`config.mk`:
```
export PLATFORM = sky130hd
export DESIGN_NAME = touch_polar_sample_tagger
export DESIGN_NICKNAME = d
export VERILOG_FILES = /design/src/hdl/tpst_pkg.sv /design/src/hdl/tpst_polar_unit.sv /design/src/hdl/touch_polar_sample_tagger.sv
export SDC_FILE = /design/constraint.sdc
export NUM_CORES = 2
export LEC_CHECK = 0
export ABC_AREA = 1
export BUFFER_PORTS_ARGS = -buffer_cell sky130_fd_sc_hd__buf_2
export CAP_MARGIN = 20
export CORE_ASPECT_RATIO = 0.5
export CORE_MARGIN = 2
export CORE_UTILIZATION = 40
export CTS_BUF_LIST = sky130_fd_sc_hd__clkbuf_4
export CTS_CLUSTER_SIZE = 10
export DETAILED_ROUTE_END_ITERATION = 10
export MAX_ROUTING_LAYER = met4
export SYNTH_ARGS = -nofsm -noshare
export SYNTH_HDL_FRONTEND = slang
export SYNTH_SLANG_ARGS = --single-unit
```
`constraint.sdc`:
```
create_clock -name clk -period 30.9 [get_ports clk]
set_input_delay 4.635 -clock clk [delete_from_list [all_inputs] [get_ports clk]]
set_output_delay 4.635 -clock clk [all_outputs]
set_load 0.01 [all_outputs]
```
`src/hdl/tpst_pkg.sv`:
```
// Shared types and constants for the touch polar sample tagger.
// Holds the channel payload structs, the row kinds, the state encodings and
// the arctangent table of the iterative CORDIC. No dependencies.
package tpst_pkg;

  localparam int SCREEN_SPAN = 240;
  localparam logic [9:0] CENTRE = 10'(SCREEN_SPAN / 2);

  localparam logic [4:0] CORDIC_STEPS = 5'd20;
  localparam logic [3:0] ROOT_TOP_BIT = 4'd11;
  localparam logic [11:0] ANGLE_MAX = 12'd3600;
  localparam logic [11:0] ANGLE_UP = 12'd0;
  localparam logic [11:0] ANGLE_RIGHT = 12'd900;
  localparam logic [11:0] ANGLE_DOWN = 12'd1800;
  localparam logic [11:0] ANGLE_LEFT = 12'd2700;

  // Angle accumulator units: 1/65536 of a tenth of a degree.
  localparam logic signed [29:0] ANG_HALF = 30'sd117964800;
  localparam logic signed [29:0] ANG_FULL = 30'sd235929600;
  localparam logic signed [29:0] ANG_ROUND = 30'sd32768;

  localparam logic [1:0] CFG_BAND_INNER = 2'd0;
  localparam logic [1:0] CFG_BAND_OUTER = 2'd1;
  localparam logic [1:0] CFG_IDLE_INTERVAL = 2'd2;

  localparam logic [21:0] BAND_INNER_RESET = 22'd7465;
  localparam logic [21:0] BAND_OUTER_RESET = 22'd14981;
  localparam logic [31:0] IDLE_INTERVAL_RESET = 32'd100000;

  typedef enum logic [1:0] {
    ROW_SAMPLE = 2'd0,
    ROW_IDLE   = 2'd1,
    ROW_MARK   = 2'd2
  } row_kind_t;

  typedef struct packed {
    logic        touched;
    logic [9:0]  pos_x;
    logic [9:0]  pos_y;
    logic [31:0] now_us;
  } tpst_in_t;

  typedef struct packed {
    row_kind_t   row_kind;
    logic [31:0] seq_number;
    logic [31:0] stamp_us;
    logic [31:0] delta_us;
    logic [9:0]  out_x;
    logic [9:0]  out_y;
    logic [10:0] radius_px;
    logic [11:0] angle_tenths;
    logic        in_band;
    logic [31:0] stroke_total;
    logic        last_of_run;
  } tpst_out_t;

  typedef enum logic [1:0] {
    ST_IDLE,
    ST_MARK,
    ST_ROW
  } tag_state_t;

  typedef enum logic [2:0] {
    PH_IDLE,
    PH_SQX,
    PH_SQY,
    PH_ROOT,
    PH_ROUND,
    PH_VEC,
    PH_ANG,
    PH_FIN
  } unit_phase_t;

  typedef struct packed {
    logic busy;
    logic done;
  } unit_stat_t;

  // Rounded arctangent of 2^-idx in angle accumulator units.
  function automatic logic [24:0] atan_entry(input logic [4:0] idx);
    logic [24:0] v;
    begin
      case (idx)
        5'd0:  v = 25'd29491200;
        5'd1:  v = 25'd17409672;
        5'd2:  v = 25'd9198793;
        5'd3:  v = 25'd4669451;
        5'd4:  v = 25'd2343786;
        5'd5:  v = 25'd1173036;
        5'd6:  v = 25'd586661;
        5'd7:  v = 25'd293348;
        5'd8:  v = 25'd146676;
        5'd9:  v = 25'd73339;
        5'd10: v = 25'd36669;
        5'd11: v = 25'd18335;
        5'd12: v = 25'd9167;
        5'd13: v = 25'd4584;
        5'd14: v = 25'd2292;
        5'd15: v = 25'd1146;
        5'd16: v = 25'd573;
        5'd17: v = 25'd286;
        5'd18: v = 25'd143;
        5'd19: v = 25'd72;
        default: v = 25'd0;
      endcase
      return v;
    end
  endfunction

endpackage

```
`src/hdl/tpst_polar_unit.sv`:
```
// Iterative polar conversion: squared radius, rounded square root and
// CORDIC vectoring angle, all on one shared multiplier and shift-add datapath.
// Depends on tpst_pkg.
module tpst_polar_unit (
  input  logic                  clk,
  input  logic                  rst_n,
  input  logic                  start,
  input  logic [9:0]            pos_x,
  input  logic [9:0]            pos_y,
  output tpst_pkg::unit_stat_t  stat,
  output logic [10:0]           radius_px,
  output logic [11:0]           angle_tenths,
  output logic [21:0]           radius_sq
);

  tpst_pkg::unit_phase_t phase_r, phase_nxt;
  logic                  done_r, done_nxt;
  logic signed [11:0]    dx_r, dx_nxt;
  logic signed [11:0]    dy_r, dy_nxt;
  logic [21:0]           sqx_r, sqx_nxt;
  logic [21:0]           s_r, s_nxt;
  logic [11:0]           n_r, n_nxt;
  logic [21:0]           nsq_r, nsq_nxt;
  logic [3:0]            k_r, k_nxt;
  logic signed [33:0]    x_r, x_nxt;
  logic signed [33:0]    y_r, y_nxt;
  logic signed [29:0]    z_r, z_nxt;
  logic                  neg_r, neg_nxt;
  logic [4:0]            i_r, i_nxt;
  logic [11:0]           ang_r, ang_nxt;

  logic signed [12:0]    mul_a;
  logic signed [12:0]    mul_b;
  logic signed [25:0]    prod;
  logic [11:0]           trial;
  logic signed [33:0]    xs;
  logic signed [33:0]    ys;
  logic signed [29:0]    atan_v;
  logic signed [11:0]    nn;
  logic signed [29:0]    zb;
  logic signed [29:0]    rnd;
  logic [12:0]           quo;

  assign trial  = n_r | (12'd1 << k_r);
  assign xs     = x_r >>> i_r;
  assign ys     = y_r >>> i_r;
  assign atan_v = $signed({5'b0, tpst_pkg::atan_entry(i_r)});
  assign nn     = -dy_r;
  assign prod   = mul_a * mul_b;

  always_comb begin
    mul_a = 13'sd0;
    mul_b = 13'sd0;
    case (phase_r)
      tpst_pkg::PH_SQX: begin
        mul_a = {dx_r[11], dx_r};
        mul_b = {dx_r[11], dx_r};
      end
      tpst_pkg::PH_SQY: begin
        mul_a = {dy_r[11], dy_r};
        mul_b = {dy_r[11], dy_r};
      end
      tpst_pkg::PH_ROOT: begin
        mul_a = $signed({1'b0, trial});
        mul_b = $signed({1'b0, trial});
      end
      default: begin
        mul_a = 13'sd0;
        mul_b = 13'sd0;
      end
    endcase
  end

  always_comb begin
    phase_nxt = phase_r;
    done_nxt  = done_r;
    dx_nxt    = dx_r;
    dy_nxt    = dy_r;
    sqx_nxt   = sqx_r;
    s_nxt     = s_r;
    n_nxt     = n_r;
    nsq_nxt   = nsq_r;
    k_nxt     = k_r;
    x_nxt     = x_r;
    y_nxt     = y_r;
    z_nxt     = z_r;
    neg_nxt   = neg_r;
    i_nxt     = i_r;
    ang_nxt   = ang_r;
    zb        = z_r + (neg_r ? tpst_pkg::ANG_HALF : 30'sd0);
    rnd       = z_r + tpst_pkg::ANG_ROUND;
    quo       = rnd[28:16];
    if (start) begin
      dx_nxt    = $signed({2'b0, pos_x}) - $signed({2'b0, tpst_pkg::CENTRE});
      dy_nxt    = $signed({2'b0, pos_y}) - $signed({2'b0, tpst_pkg::CENTRE});
      done_nxt  = 1'b0;
      phase_nxt = tpst_pkg::PH_SQX;
    end else begin
      unique case (phase_r)
        tpst_pkg::PH_IDLE: begin
          phase_nxt = tpst_pkg::PH_IDLE;
        end
        tpst_pkg::PH_SQX: begin
          sqx_nxt   = prod[21:0];
          phase_nxt = tpst_pkg::PH_SQY;
        end
        tpst_pkg::PH_SQY: begin
          s_nxt     = sqx_r + prod[21:0];
          n_nxt     = 12'd0;
          nsq_nxt   = 22'd0;
          k_nxt     = tpst_pkg::ROOT_TOP_BIT;
          phase_nxt = tpst_pkg::PH_ROOT;
        end
        tpst_pkg::PH_ROOT: begin
          // Keep the trial bit when its square still fits under s.
          if (prod[23:0] <= {2'b0, s_r}) begin
            n_nxt   = trial;
            nsq_nxt = prod[21:0];
          end
          k_nxt = k_r - 4'd1;
          if (k_r == 4'd0) begin
            phase_nxt = tpst_pkg::PH_ROUND;
          end
        end
        tpst_pkg::PH_ROUND: begin
          if ((s_r - nsq_r) > {10'b0, n_r}) begin
            n_nxt = n_r + 12'd1;
          end
          z_nxt = 30'sd0;
          i_nxt = 5'd0;
          if (dx_r == 12'sd0) begin
            ang_nxt   = (dy_r < 12'sd0) ? tpst_pkg::ANGLE_UP : tpst_pkg::ANGLE_DOWN;
            done_nxt  = 1'b1;
            phase_nxt = tpst_pkg::PH_IDLE;
          end else if (dy_r == 12'sd0) begin
            ang_nxt   = (dx_r > 12'sd0) ? tpst_pkg::ANGLE_RIGHT : tpst_pkg::ANGLE_LEFT;
            done_nxt  = 1'b1;
            phase_nxt = tpst_pkg::PH_IDLE;
          end else begin
            // Start in the right half plane; the left half adds 180 degrees.
            if (nn < 12'sd0) begin
              x_nxt   = {{2{dy_r[11]}}, dy_r, 20'b0};
              y_nxt   = -{{2{dx_r[11]}}, dx_r, 20'b0};
              neg_nxt = 1'b1;
            end else begin
              x_nxt   = {{2{nn[11]}}, nn, 20'b0};
              y_nxt   = {{2{dx_r[11]}}, dx_r, 20'b0};
              neg_nxt = 1'b0;
            end
            phase_nxt = tpst_pkg::PH_VEC;
          end
        end
        tpst_pkg::PH_VEC: begin
          if (y_r > 34'sd0) begin
            x_nxt = x_r + ys;
            y_nxt = y_r - xs;
            z_nxt = z_r + atan_v;
          end else begin
            x_nxt = x_r - ys;
            y_nxt = y_r + xs;
            z_nxt = z_r - atan_v;
          end
          i_nxt = i_r + 5'd1;
          if (i_r == tpst_pkg::CORDIC_STEPS - 5'd1) begin
            phase_nxt = tpst_pkg::PH_ANG;
          end
        end
        tpst_pkg::PH_ANG: begin
          z_nxt     = (zb < 30'sd0) ? zb + tpst_pkg::ANG_FULL : zb;
          phase_nxt = tpst_pkg::PH_FIN;
        end
        tpst_pkg::PH_FIN: begin
          ang_nxt   = (quo > {1'b0, tpst_pkg::ANGLE_MAX}) ? tpst_pkg::ANGLE_MAX : quo[11:0];
          done_nxt  = 1'b1;
          phase_nxt = tpst_pkg::PH_IDLE;
        end
        default: begin
          phase_nxt = tpst_pkg::PH_IDLE;
        end
      endcase
    end
  end

  always_ff @(posedge clk) begin
    if (!rst_n) begin
      phase_r <= tpst_pkg::PH_IDLE;
      done_r  <= 1'b0;
    end else begin
      phase_r <= phase_nxt;
      done_r  <= done_nxt;
    end
  end

  always_ff @(posedge clk) begin
    dx_r  <= dx_nxt;
    dy_r  <= dy_nxt;
    sqx_r <= sqx_nxt;
    s_r   <= s_nxt;
    n_r   <= n_nxt;
    nsq_r <= nsq_nxt;
    k_r   <= k_nxt;
    x_r   <= x_nxt;
    y_r   <= y_nxt;
    z_r   <= z_nxt;
    neg_r <= neg_nxt;
    i_r   <= i_nxt;
    ang_r <= ang_nxt;
  end

  assign stat.busy    = (phase_r != tpst_pkg::PH_IDLE);
  assign stat.done    = done_r;
  assign radius_px    = n_r[10:0];
  assign angle_tenths = ang_r;
  assign radius_sq    = s_r;

endmodule

```
`src/hdl/touch_polar_sample_tagger.sv`:
```
// Touch polar sample tagger: turns touch-panel polls into sample, idle and
// stroke-ended rows. Depends on tpst_pkg and tpst_polar_unit.
// A touched poll's sample row waits for the polar unit's 12 root steps and
// 20 CORDIC steps; the centre and points on an axis skip the CORDIC.
// Marker and idle rows go to the output register as soon as it is free.
// A new poll is taken only once every row of the previous poll has been
// handed to the output register; an untouched poll with no row does not
// hold off the next one.
// Reset (synchronous, active low) restores the register defaults and clears
// all counters and flags at once; no clearing pass follows.
module touch_polar_sample_tagger (
  input  logic                clk,
  input  logic                rst_n,
  input  logic                in_valid,
  output logic                in_stall,
  input  tpst_pkg::tpst_in_t  in_data,
  output logic                out_valid,
  input  logic                out_stall,
  output tpst_pkg::tpst_out_t out_data,
  input  logic                cfg_valid,
  output logic                cfg_ready,
  input  logic [1:0]          cfg_index,
  input  logic [31:0]         cfg_data
);

  // Configuration registers. The port is always ready; an index past the
  // register list is taken and dropped.
  logic [21:0] band_inner_r;
  logic [21:0] band_outer_r;
  logic [31:0] idle_iv_r;

  assign cfg_ready = 1'b1;

  always_ff @(posedge clk) begin
    if (!rst_n) begin
      band_inner_r <= tpst_pkg::BAND_INNER_RESET;
      band_outer_r <= tpst_pkg::BAND_OUTER_RESET;
      idle_iv_r    <= tpst_pkg::IDLE_INTERVAL_RESET;
    end else if (cfg_valid && cfg_ready) begin
      unique case (cfg_index)
        tpst_pkg::CFG_BAND_INNER:    band_inner_r <= cfg_data[21:0];
        tpst_pkg::CFG_BAND_OUTER:    band_outer_r <= cfg_data[21:0];
        tpst_pkg::CFG_IDLE_INTERVAL: idle_iv_r    <= cfg_data;
        default: begin
        end
      endcase
    end
  end

  // Poll history. All of it is updated at the moment a poll transfers, so
  // the rows of that poll are fully decided there; only the polar figures of
  // a sample row arrive later from the polar unit.
  tpst_pkg::tag_state_t state_r, state_nxt;
  logic [31:0] row_ctr_r, row_ctr_nxt;
  logic [31:0] prev_time_r, prev_time_nxt;
  logic        was_down_r, was_down_nxt;
  logic [31:0] strokes_r, strokes_nxt;
  logic [31:0] last_idle_r, last_idle_nxt;

  // The poll being answered.
  logic [31:0]         now_r, now_nxt;
  logic [31:0]         dt_r, dt_nxt;
  logic [9:0]          px_r, px_nxt;
  logic [9:0]          py_r, py_nxt;
  logic [31:0]         seq_r, seq_nxt;
  logic                has_row_r, has_row_nxt;
  tpst_pkg::row_kind_t kind_r, kind_nxt;

  // Output register, which lets the next poll in while a row waits.
  logic                out_valid_r, out_valid_nxt;
  tpst_pkg::tpst_out_t out_data_r, out_data_nxt;

  logic                 in_accept;
  logic                 slot_free;
  logic [31:0]          poll_dt;
  logic                 release_now;
  logic                 idle_due;
  logic                 unit_start;
  tpst_pkg::unit_stat_t unit_stat;
  logic [10:0]          unit_radius;
  logic [11:0]          unit_angle;
  logic [21:0]          unit_sq;
  logic                 band_hit;

  assign in_stall    = (state_r != tpst_pkg::ST_IDLE);
  assign in_accept   = in_valid && !in_stall;
  assign slot_free   = !out_valid_r || !out_stall;
  assign poll_dt     = in_data.now_us - prev_time_r;
  assign release_now = was_down_r && !in_data.touched;
  assign idle_due    = !in_data.touched && ((in_data.now_us - last_idle_r) > idle_iv_r);
  assign unit_start  = in_accept && in_data.touched;
  assign band_hit    = (unit_sq >= band_inner_r) && (unit_sq <= band_outer_r);

  tpst_polar_unit u_polar (
    .clk          (clk),
    .rst_n        (rst_n),
    .start        (unit_start),
    .pos_x        (in_data.pos_x),
    .pos_y        (in_data.pos_y),
    .stat         (unit_stat),
    .radius_px    (unit_radius),
    .angle_tenths (unit_angle),
    .radius_sq    (unit_sq)
  );

  // Sequencer: on a transfer it books the poll's rows, then hands them to
  // the output register one at a time: the stroke-ended marker first, then
  // the sample or idle row. A sample row waits for the polar unit.
  always_comb begin
    state_nxt     = state_r;
    row_ctr_nxt   = row_ctr_r;
    prev_time_nxt = prev_time_r;
    was_down_nxt  = was_down_r;
    strokes_nxt   = strokes_r;
    last_idle_nxt = last_idle_r;
    now_nxt       = now_r;
    dt_nxt        = dt_r;
    px_nxt        = px_r;
    py_nxt        = py_r;
    seq_nxt       = seq_r;
    has_row_nxt   = has_row_r;
    kind_nxt      = kind_r;
    out_valid_nxt = out_valid_r && out_stall;
    out_data_nxt  = out_data_r;

    unique case (state_r)
      tpst_pkg::ST_IDLE: begin
        if (in_accept) begin
          now_nxt       = in_data.now_us;
          dt_nxt        = poll_dt;
          px_nxt        = in_data.pos_x;
          py_nxt        = in_data.pos_y;
          seq_nxt       = row_ctr_r;
          prev_time_nxt = in_data.now_us;
          was_down_nxt  = in_data.touched;
          has_row_nxt   = in_data.touched || idle_due;
          kind_nxt      = in_data.touched ? tpst_pkg::ROW_SAMPLE : tpst_pkg::ROW_IDLE;
          if (release_now) begin
            strokes_nxt = strokes_r + 32'd1;
          end
          if (in_data.touched || idle_due) begin
            row_ctr_nxt = row_ctr_r + 32'd1;
          end
          if (idle_due) begin
            last_idle_nxt = in_data.now_us;
          end
          if (release_now) begin
            state_nxt = tpst_pkg::ST_MARK;
          end else if (in_data.touched || idle_due) begin
            state_nxt = tpst_pkg::ST_ROW;
          end
        end
      end
      tpst_pkg::ST_MARK: begin
        if (slot_free) begin
          out_valid_nxt             = 1'b1;
          out_data_nxt              = '0;
          out_data_nxt.row_kind     = tpst_pkg::ROW_MARK;
          out_data_nxt.stamp_us     = now_r;
          out_data_nxt.delta_us     = dt_r;
          out_data_nxt.stroke_total = strokes_r;
          out_data_nxt.last_of_run  = !has_row_r;
          state_nxt = has_row_r ? tpst_pkg::ST_ROW : tpst_pkg::ST_IDLE;
        end
      end
      tpst_pkg::ST_ROW: begin
        if (slot_free && (kind_r == tpst_pkg::ROW_IDLE || unit_stat.done)) begin
          out_valid_nxt            = 1'b1;
          out_data_nxt             = '0;
          out_data_nxt.row_kind    = kind_r;
          out_data_nxt.seq_number  = seq_r;
          out_data_nxt.stamp_us    = now_r;
          out_data_nxt.delta_us    = dt_r;
          out_data_nxt.last_of_run = 1'b1;
          if (kind_r == tpst_pkg::ROW_SAMPLE) begin
            out_data_nxt.out_x        = px_r;
            out_data_nxt.out_y        = py_r;
            out_data_nxt.radius_px    = unit_radius;
            out_data_nxt.angle_tenths = unit_angle;
            out_data_nxt.in_band      = band_hit;
          end
          state_nxt = tpst_pkg::ST_IDLE;
        end
      end
      default: begin
        state_nxt = tpst_pkg::ST_IDLE;
      end
    endcase
  end

  always_ff @(posedge clk) begin
    if (!rst_n) begin
      state_r     <= tpst_pkg::ST_IDLE;
      row_ctr_r   <= 32'd0;
      prev_time_r <= 32'd0;
      was_down_r  <= 1'b0;
      strokes_r   <= 32'd0;
      last_idle_r <= 32'd0;
      has_row_r   <= 1'b0;
      out_valid_r <= 1'b0;
    end else begin
      state_r     <= state_nxt;
      row_ctr_r   <= row_ctr_nxt;
      prev_time_r <= prev_time_nxt;
      was_down_r  <= was_down_nxt;
      strokes_r   <= strokes_nxt;
      last_idle_r <= last_idle_nxt;
      has_row_r   <= has_row_nxt;
      out_valid_r <= out_valid_nxt;
    end
  end

  always_ff @(posedge clk) begin
    now_r      <= now_nxt;
    dt_r       <= dt_nxt;
    px_r       <= px_nxt;
    py_r       <= py_nxt;
    seq_r      <= seq_nxt;
    kind_r     <= kind_nxt;
    out_data_r <= out_data_nxt;
  end

  assign out_valid = out_valid_r;
  assign out_data  = out_data_r;

`ifndef SYNTHESIS
  // The polar unit has finished by the time the sequencer is free again.
  a_unit_quiet_when_idle: assert property (@(posedge clk) disable iff (!rst_n)
    (state_r == tpst_pkg::ST_IDLE) |-> !unit_stat.busy)
    else $error("polar unit still busy while the sequencer is idle");

  // A marker that is not the last row of its poll always has a row behind it.
  a_marker_has_follower: assert property (@(posedge clk) disable iff (!rst_n)
    (out_valid_r && out_data_r.row_kind == tpst_pkg::ROW_MARK && !out_data_r.last_of_run)
      |-> (state_r == tpst_pkg::ST_ROW))
    else $error("stroke-ended marker not followed by a row");

  // Sample rows carry an angle inside a full turn.
  a_angle_range: assert property (@(posedge clk) disable iff (!rst_n)
    (out_valid_r && out_data_r.row_kind == tpst_pkg::ROW_SAMPLE)
      |-> (out_data_r.angle_tenths <= tpst_pkg::ANGLE_MAX))
    else $error("sample row angle beyond a full turn");
`endif

endmodule

```
### Word-level counts from Yosys, hierarchy flattened

Memory sizes are Yosys's and may differ from the RTL's. A register that Yosys moved wholly into a read port is not among the register bits.
Index checks and enable logic that the tools add are counted.

* memories kept: 1
* logic and storage cells: 220
* bits of input ports: 92
* bits in read-only memories: 800
* flip-flop bits (word level): 728
* output and inout port bits: 178

Memory list
* (no name shown): words 32, bits a word 25, rd ports 1, clocked after Yosys merged registers in 1, write ports 0, line tpst_pkg.sv:83 `case (idx)`

* equality and inequality tests: 26
* add/sub/neg operators: 22
* reduce and logical (&&, ||, !) cells: 53
* shift-type cells: 3
* muxes and demuxes: 54
* multiply operators: 1
* magnitude comparators: 11
* bitwise logic cells: 5

Operators by type and width (number)
* $mux W175: 2
* $pmux W175 S2: 1
* $mux W34: 8
* $pmux W34 S2: 2
* $pmux W30 S3: 1
* $mux W12: 6
* $add A34 B34 Y34: 2
* $sshr A34 B5 Y34: 2
* $sub A34 B34 Y34: 2
* $add A32 B1 Y32 const B: 2
* $sub A32 B32 Y32: 2
* $mux W30: 2
* $mux W44: 1
* $pmux W22 S2: 1
* $pmux W13 S3: 1
* $pmux W12 S3: 1
* $gt A34 B1 Y1 const B: 1
* $neg A34 Y34: 1
* $gt A32 B32 Y1: 1
* $add A30 B26 Y30: 1
* $add A30 B28 Y30: 1
* $add A30 B29 Y30 const B: 1
* $lt A30 B1 Y1 const B: 1
* $sub A30 B26 Y30: 1
* 55 further kinds: 131

### Logic depth before layout (Yosys ltp)

* depth after elaboration: 8
* mapped depth: 44
* gate-level depth less buffers: 44

### Modules after synthesis

From an unflattened synthesis, not the netlist that was laid out.

* cell total of the unflattened synthesis: 6820
* area, all modules: 54005.5 um^2

By module, submodules not included
* tpst_polar_unit: instances 1, area each 30523.0 um^2, sequential area each 7126.8 um^2, cells an instance 4306
* touch_polar_sample_tagger: instances 1, area each 23482.5 um^2, sequential area each 12952.4 um^2, cells an instance 2514

### Worst setup path after synthesis

No wires, ideal clock.

* path type: input-to-reg
* start point: input port out_stall
* end point: register out_data_r (netlist bit out_data[0]), enable pin
* cell stages on the path: 2
* required time: 29.940 ns
* slack: 12.696 ns
* arrival: 17.244 ns
* setup time: 0.960 ns
* buffers on the path: 0
* path through: nand2_1 -> nor3b_1

* longest elaborated chain between the ends: 5
* elaborated cells between the ends (all ways): 6
* those cells by class: eq/ne: 2; reduce/logical: 4

Ends and longest elaborated chain
* start, declared: line touch_polar_sample_tagger.sv:18 `input logic out_stall,`
* $logic_not A1 Y1 (*): line touch_polar_sample_tagger.sv:87 `assign slot_free = !out_valid_r || !out_stall;`
* $logic_or A1 B1 Y1 (*): line touch_polar_sample_tagger.sv:87
* $logic_and A1 B1 Y1: line touch_polar_sample_tagger.sv:167 `if (slot_free && (kind_r == tpst_pkg::ROW_IDLE || unit_stat.done)) begin`
* $ne A2 B2 Y1 (no source line)
* $reduce_and A3 Y1 (no source line) (*)
* end signal, assigned: line touch_polar_sample_tagger.sv:220 `out_data_r <= out_data_nxt;`
* end, declared: line touch_polar_sample_tagger.sv:71 `tpst_pkg::tpst_out_t out_data_r, out_data_nxt;`

Mark *: on every way between the ends. The rest lies on a longest branch, timed or not.
A chain may end at the register's enable or synchronous reset.

### Worst setup path in the final report

* start point: register u_polar.phase_r[1]
* end point: register u_polar.n_r[2], enable pin

* longest elaborated chain between the ends: 6
* elaborated cells between the ends (all ways): 11
* those cells by class: mul: 1; order compare: 1; eq/ne: 6; mux: 1; reduce/logical: 2

Ends and longest elaborated chain
* start, declared: line tpst_polar_unit.sv:16 `tpst_pkg::unit_phase_t phase_r, phase_nxt;`
* start signal, assigned: line tpst_polar_unit.sv:186 `phase_r <= tpst_pkg::PH_IDLE;`
* start signal, assigned: line tpst_polar_unit.sv:189 `phase_r <= phase_nxt;`
* $eq A3 B2 Y1 / $eq A3 B1 Y1 (equally long branches): line tpst_polar_unit.sv:54 `case (phase_r)`
* $pmux W13 S3 (*): line tpst_polar_unit.sv:54
* $mul A13 B13 Y24 (*): line tpst_polar_unit.sv:49 `assign prod = mul_a * mul_b;`
* named net u_polar.prod[19]: line tpst_polar_unit.sv:34 `logic signed [25:0] prod;`
* $le A24 B22 Y1 (*): line tpst_polar_unit.sv:116 `if (prod[23:0] <= {2'b0, s_r}) begin`
* $ne A2 B1 Y1 (no source line) (*)
* $reduce_and A4 Y1 (no source line) (*)
* end signal, assigned: line tpst_polar_unit.sv:199 `n_r <= n_nxt;`
* end, declared: line tpst_polar_unit.sv:22 `logic [11:0] n_r, n_nxt;`

Mark *: on every way through the listed nets, which the timed path passes. The rest lies on a longest branch.

==> results.sh <==
export IMPL_vias_per_cell=5.16
export IMPL_dp_hpwl_um=123000
export IMPL_cts_buffers=180
export IMPL_ys_async_sr_fraction_pct=0
export IMPL_antenna_found_initial=9
export IMPL_areaGrowthSynthToFinish_pct=10.7
export IMPL_place_congestion=0.941
export IMPL_cts_setup_buffers=0
export IMPL_hold_ws_ps=408
export IMPL_placed_cell_area_mm2=0.0565
export IMPL_syn_area_per_cell_um2=7.96
export IMPL_comb_power_share_pct=33.2
export IMPL_startpoint_type="flop"
export IMPL_fin_worst_skew_ps=105
export IMPL_powerDensity_mw_per_mm2=57.1
export IMPL_yosysWarningCount=0
export IMPL_timing_critical_path_slowest_cell_delay_ps=770
export IMPL_ctsHtreeMaxLevel=4
export IMPL_maxSlewViolCount=0
export IMPL_dr_pass1_iters=6
export IMPL_leakage_nw=26.6
export IMPL_grt_max_degree=94
export IMPL_finalSetupTns_ps=0
export IMPL_min_period_ps=10450
export IMPL_start_util_pct=40.5
export IMPL_peakVddDrop_mv=0.0442
export IMPL_final_cells=8965
export IMPL_synth_edf_count=510
export IMPL_grtUsageMet1_pct=32.1
export IMPL_seq_area_frac_synth_pct=37.6
export IMPL_core_mm2=0.132
export IMPL_crit_arrival_ps=11190
export IMPL_status="finished clean"
export IMPL_p_sw_share_pct=37.4
export IMPL_p_seq_share_pct=40.3
export IMPL_synth_cell_type_count=61
export IMPL_dieHeight_um=262
export IMPL_rows=94
export IMPL_min_path_type="flop to flop"
export IMPL_p_int_mw=2.11
export IMPL_drive_gt1_share_pct=9.86
export IMPL_clockBufferDepth=3
export IMPL_cts_tree="built"
export IMPL_cts_hold_buf=0
export IMPL_p_switching_mw=1.26
export IMPL_die_width_um=521
export IMPL_synth_main_ff_cell="edfxtp_1"
export IMPL_place_inst=8615
export IMPL_cp_slowest_cell="nor2_1"
export IMPL_maxSlewHeadroom_pct=30.3
export IMPL_fp_dieArea_mm2=0.137
export IMPL_netlist_area_mm2=0.0534
export IMPL_maxCapViolations=0
export IMPL_drcViolationCount=0
export IMPL_routed_wl_um=160000
export IMPL_pwr_share_clk_pct=26.5
export IMPL_wl_per_cell_um=17.8
export IMPL_cp_end_kind="flop"
export IMPL_grt_pass1_wl_um=249000
export IMPL_worstMarginPinSlew_ps=1050
export IMPL_yosys_register_bits=748
export IMPL_fmax_ghz=0.0957
export IMPL_synth_fp_nets=7352
export IMPL_post_cts_resized=0
export IMPL_use_met3_pct=3.40
export IMPL_p_total_mw=3.38
export IMPL_ioPinCount=270
export IMPL_grt_use_met2_pct=36.9
export IMPL_design_area_mm2=0.0591
export IMPL_final_antenna_net_count=0
export IMPL_synthCells=6715
export IMPL_critPathMaxFanout=32
export IMPL_path_clk_slew_ps=80
export IMPL_first_iter_violations=4090
export IMPL_nets=7661
export IMPL_grt_ovfl_total=0
export IMPL_critical_path_class="flop to flop"
export IMPL_fin_util_pct=44.8
export IMPL_rsz0062_at_grt="false"
export IMPL_period_share_pct=33.8
export IMPL_critPathRequiredTime_ps=31640
export IMPL_grt_pass1_vias=43863
export IMPL_fin_ws_ps=20450
export IMPL_root_buffer="clkbuf_4"
export IMPL_worstSkewPairLatency_ps=1170
export IMPL_cts_sinks=748
export IMPL_hold_viol_final=0
export IMPL_globalRouteTotalUtil_pct=23.7
export IMPL_setup_viol=0
export IMPL_pre_cts_slack_ps=20550
export IMPL_vias=46265
export IMPL_crit_path_frequent_cell="nand2_1"
export IMPL_portBuffers=268
export IMPL_busiest_layer="met2"
-- final cells by class --
class,count,area [µm²]
diodes,9,22.5
clock buffers,257,1930
clock inverters,81,577
fillers,13502,72800
inverters,912,3430
multi-input cells,4874,29200
flip-flops and latches,748,20100
well taps,1776,2220
repair buffers,308,1680
-- cell families (layout without fill, tap and decap cells) --
group | count (synthesis) | after routing | share of synthesized area [%]
compound gates | 1247 | 1247 | 12.9
flops | 748 | 748 | 37.6
fa+ha+maj | 545 | 545 | 14.7
simple gates | 2792 | 2792 | 22.2
buf+inv | 1093 | 1558 | 7.87
other cells | 1 | 10 | 0.00702
xor+xnor | 289 | 289 | 4.74
-- critical path, delay by kind of cell (launching register included) --
family / cells / cell delay, ps
flip-flops: 1 / 350
AND/OR/NAND/NOR: 20 / 2790
adder cells (fa/ha/maj): 8 / 3540
AO/OA/AOI/OAI: 6 / 1480
XOR/XNOR: 1 / 440
buffers and inverters: 8 / 1440
-- layout by cell type, fill, tap and decap left out, types with 96 or more instances in the layout --
cell | Yosys | final
edfxtp_1 | 510 | 510
nand2_1 | 1376 | 1375
clkbuf_4 | 0 | 257
xor2_1 | 207 | 207
inv_1 | 886 | 884
a21oi_1 | 591 | 590
o21ai_0 | 403 | 403
nor2_1 | 562 | 560
nor3_1 | 97 | 96
buf_2 | 34 | 267
fa_1 | 137 | 137
nand3_1 | 558 | 557
dfxtp_1 | 238 | 238
ha_1 | 408 | 407
-- routing by layer --
layer / wire length (µm) / share of wire (%)
met4: 4100 / 2.6
met3: 8230 / 5.2
met2: 72700 / 46
met5: 0 / 0
met1: 74500 / 47
-- synth_stat cells (all sizes together), types with 31 or more instances --
cell / number / area [µm²]
ha: 408 / 5100
dfxtp: 238 / 4760
a21oi: 591 / 2960
nand3: 563 / 2840
inv: 903 / 3390
fa: 137 / 2740
nor2: 579 / 2240
xnor2: 82 / 718
o21bai: 37 / 282
xor2: 207 / 1810
edfxtp: 510 / 15300
buf: 78 / 395
nor3: 99 / 505
o21ai: 424 / 2140
o211ai: 44 / 330
nand4: 65 / 407
nor4: 41 / 263
o21a: 31 / 233
nand2: 1407 / 5360
clkbuf: 103 / 387
-- worst paths after layout --
kind / from / end / slack, ps / cells past startpoint
worst max register to register: u_polar.phase_r[1] / u_polar.n_r[2] / 20450 / 43
worst max-delay path: u_polar.phase_r[1] / u_polar.n_r[2] / 20450 / 43
worst min-delay path: dt_r[27] / out_data[104] / 410 / 0
worst min register to register: dt_r[27] / out_data[104] / 410 / 0
-- registers in the layout (all words and copies together) (netlist names), 11 cells and up --
name	cells
u_polar.y_r	34
band_inner_r	22
u_polar.atan_v	25
u_polar.sqx_r	21
u_polar.z_r	30
idle_iv_r	32
u_polar.n_r	12
seq_r	32
dt_r	32
u_polar.dy_r	11
strokes_r	32
out_data	175
prev_time_r	32
last_idle_r	32
u_polar.radius_sq	22
u_polar.x_r	34
now_r	32
row_ctr_r	32
band_outer_r	22
u_polar.nsq_r	21
u_polar.angle_tenths	12
u_polar.dx_r	11
-- power groups by stage --
stage               clock (mW)  combinational, mW  sequential, mW
floorplan                    0              0.715            1.45
global placement             0               1.11            1.38
finish                   0.895               1.12            1.36
CTS                      0.923               1.12            1.36
detailed placement           0               1.11            1.38
global route             0.974               1.26            1.37
Note: power is estimated with default switching activity, not from simulation.
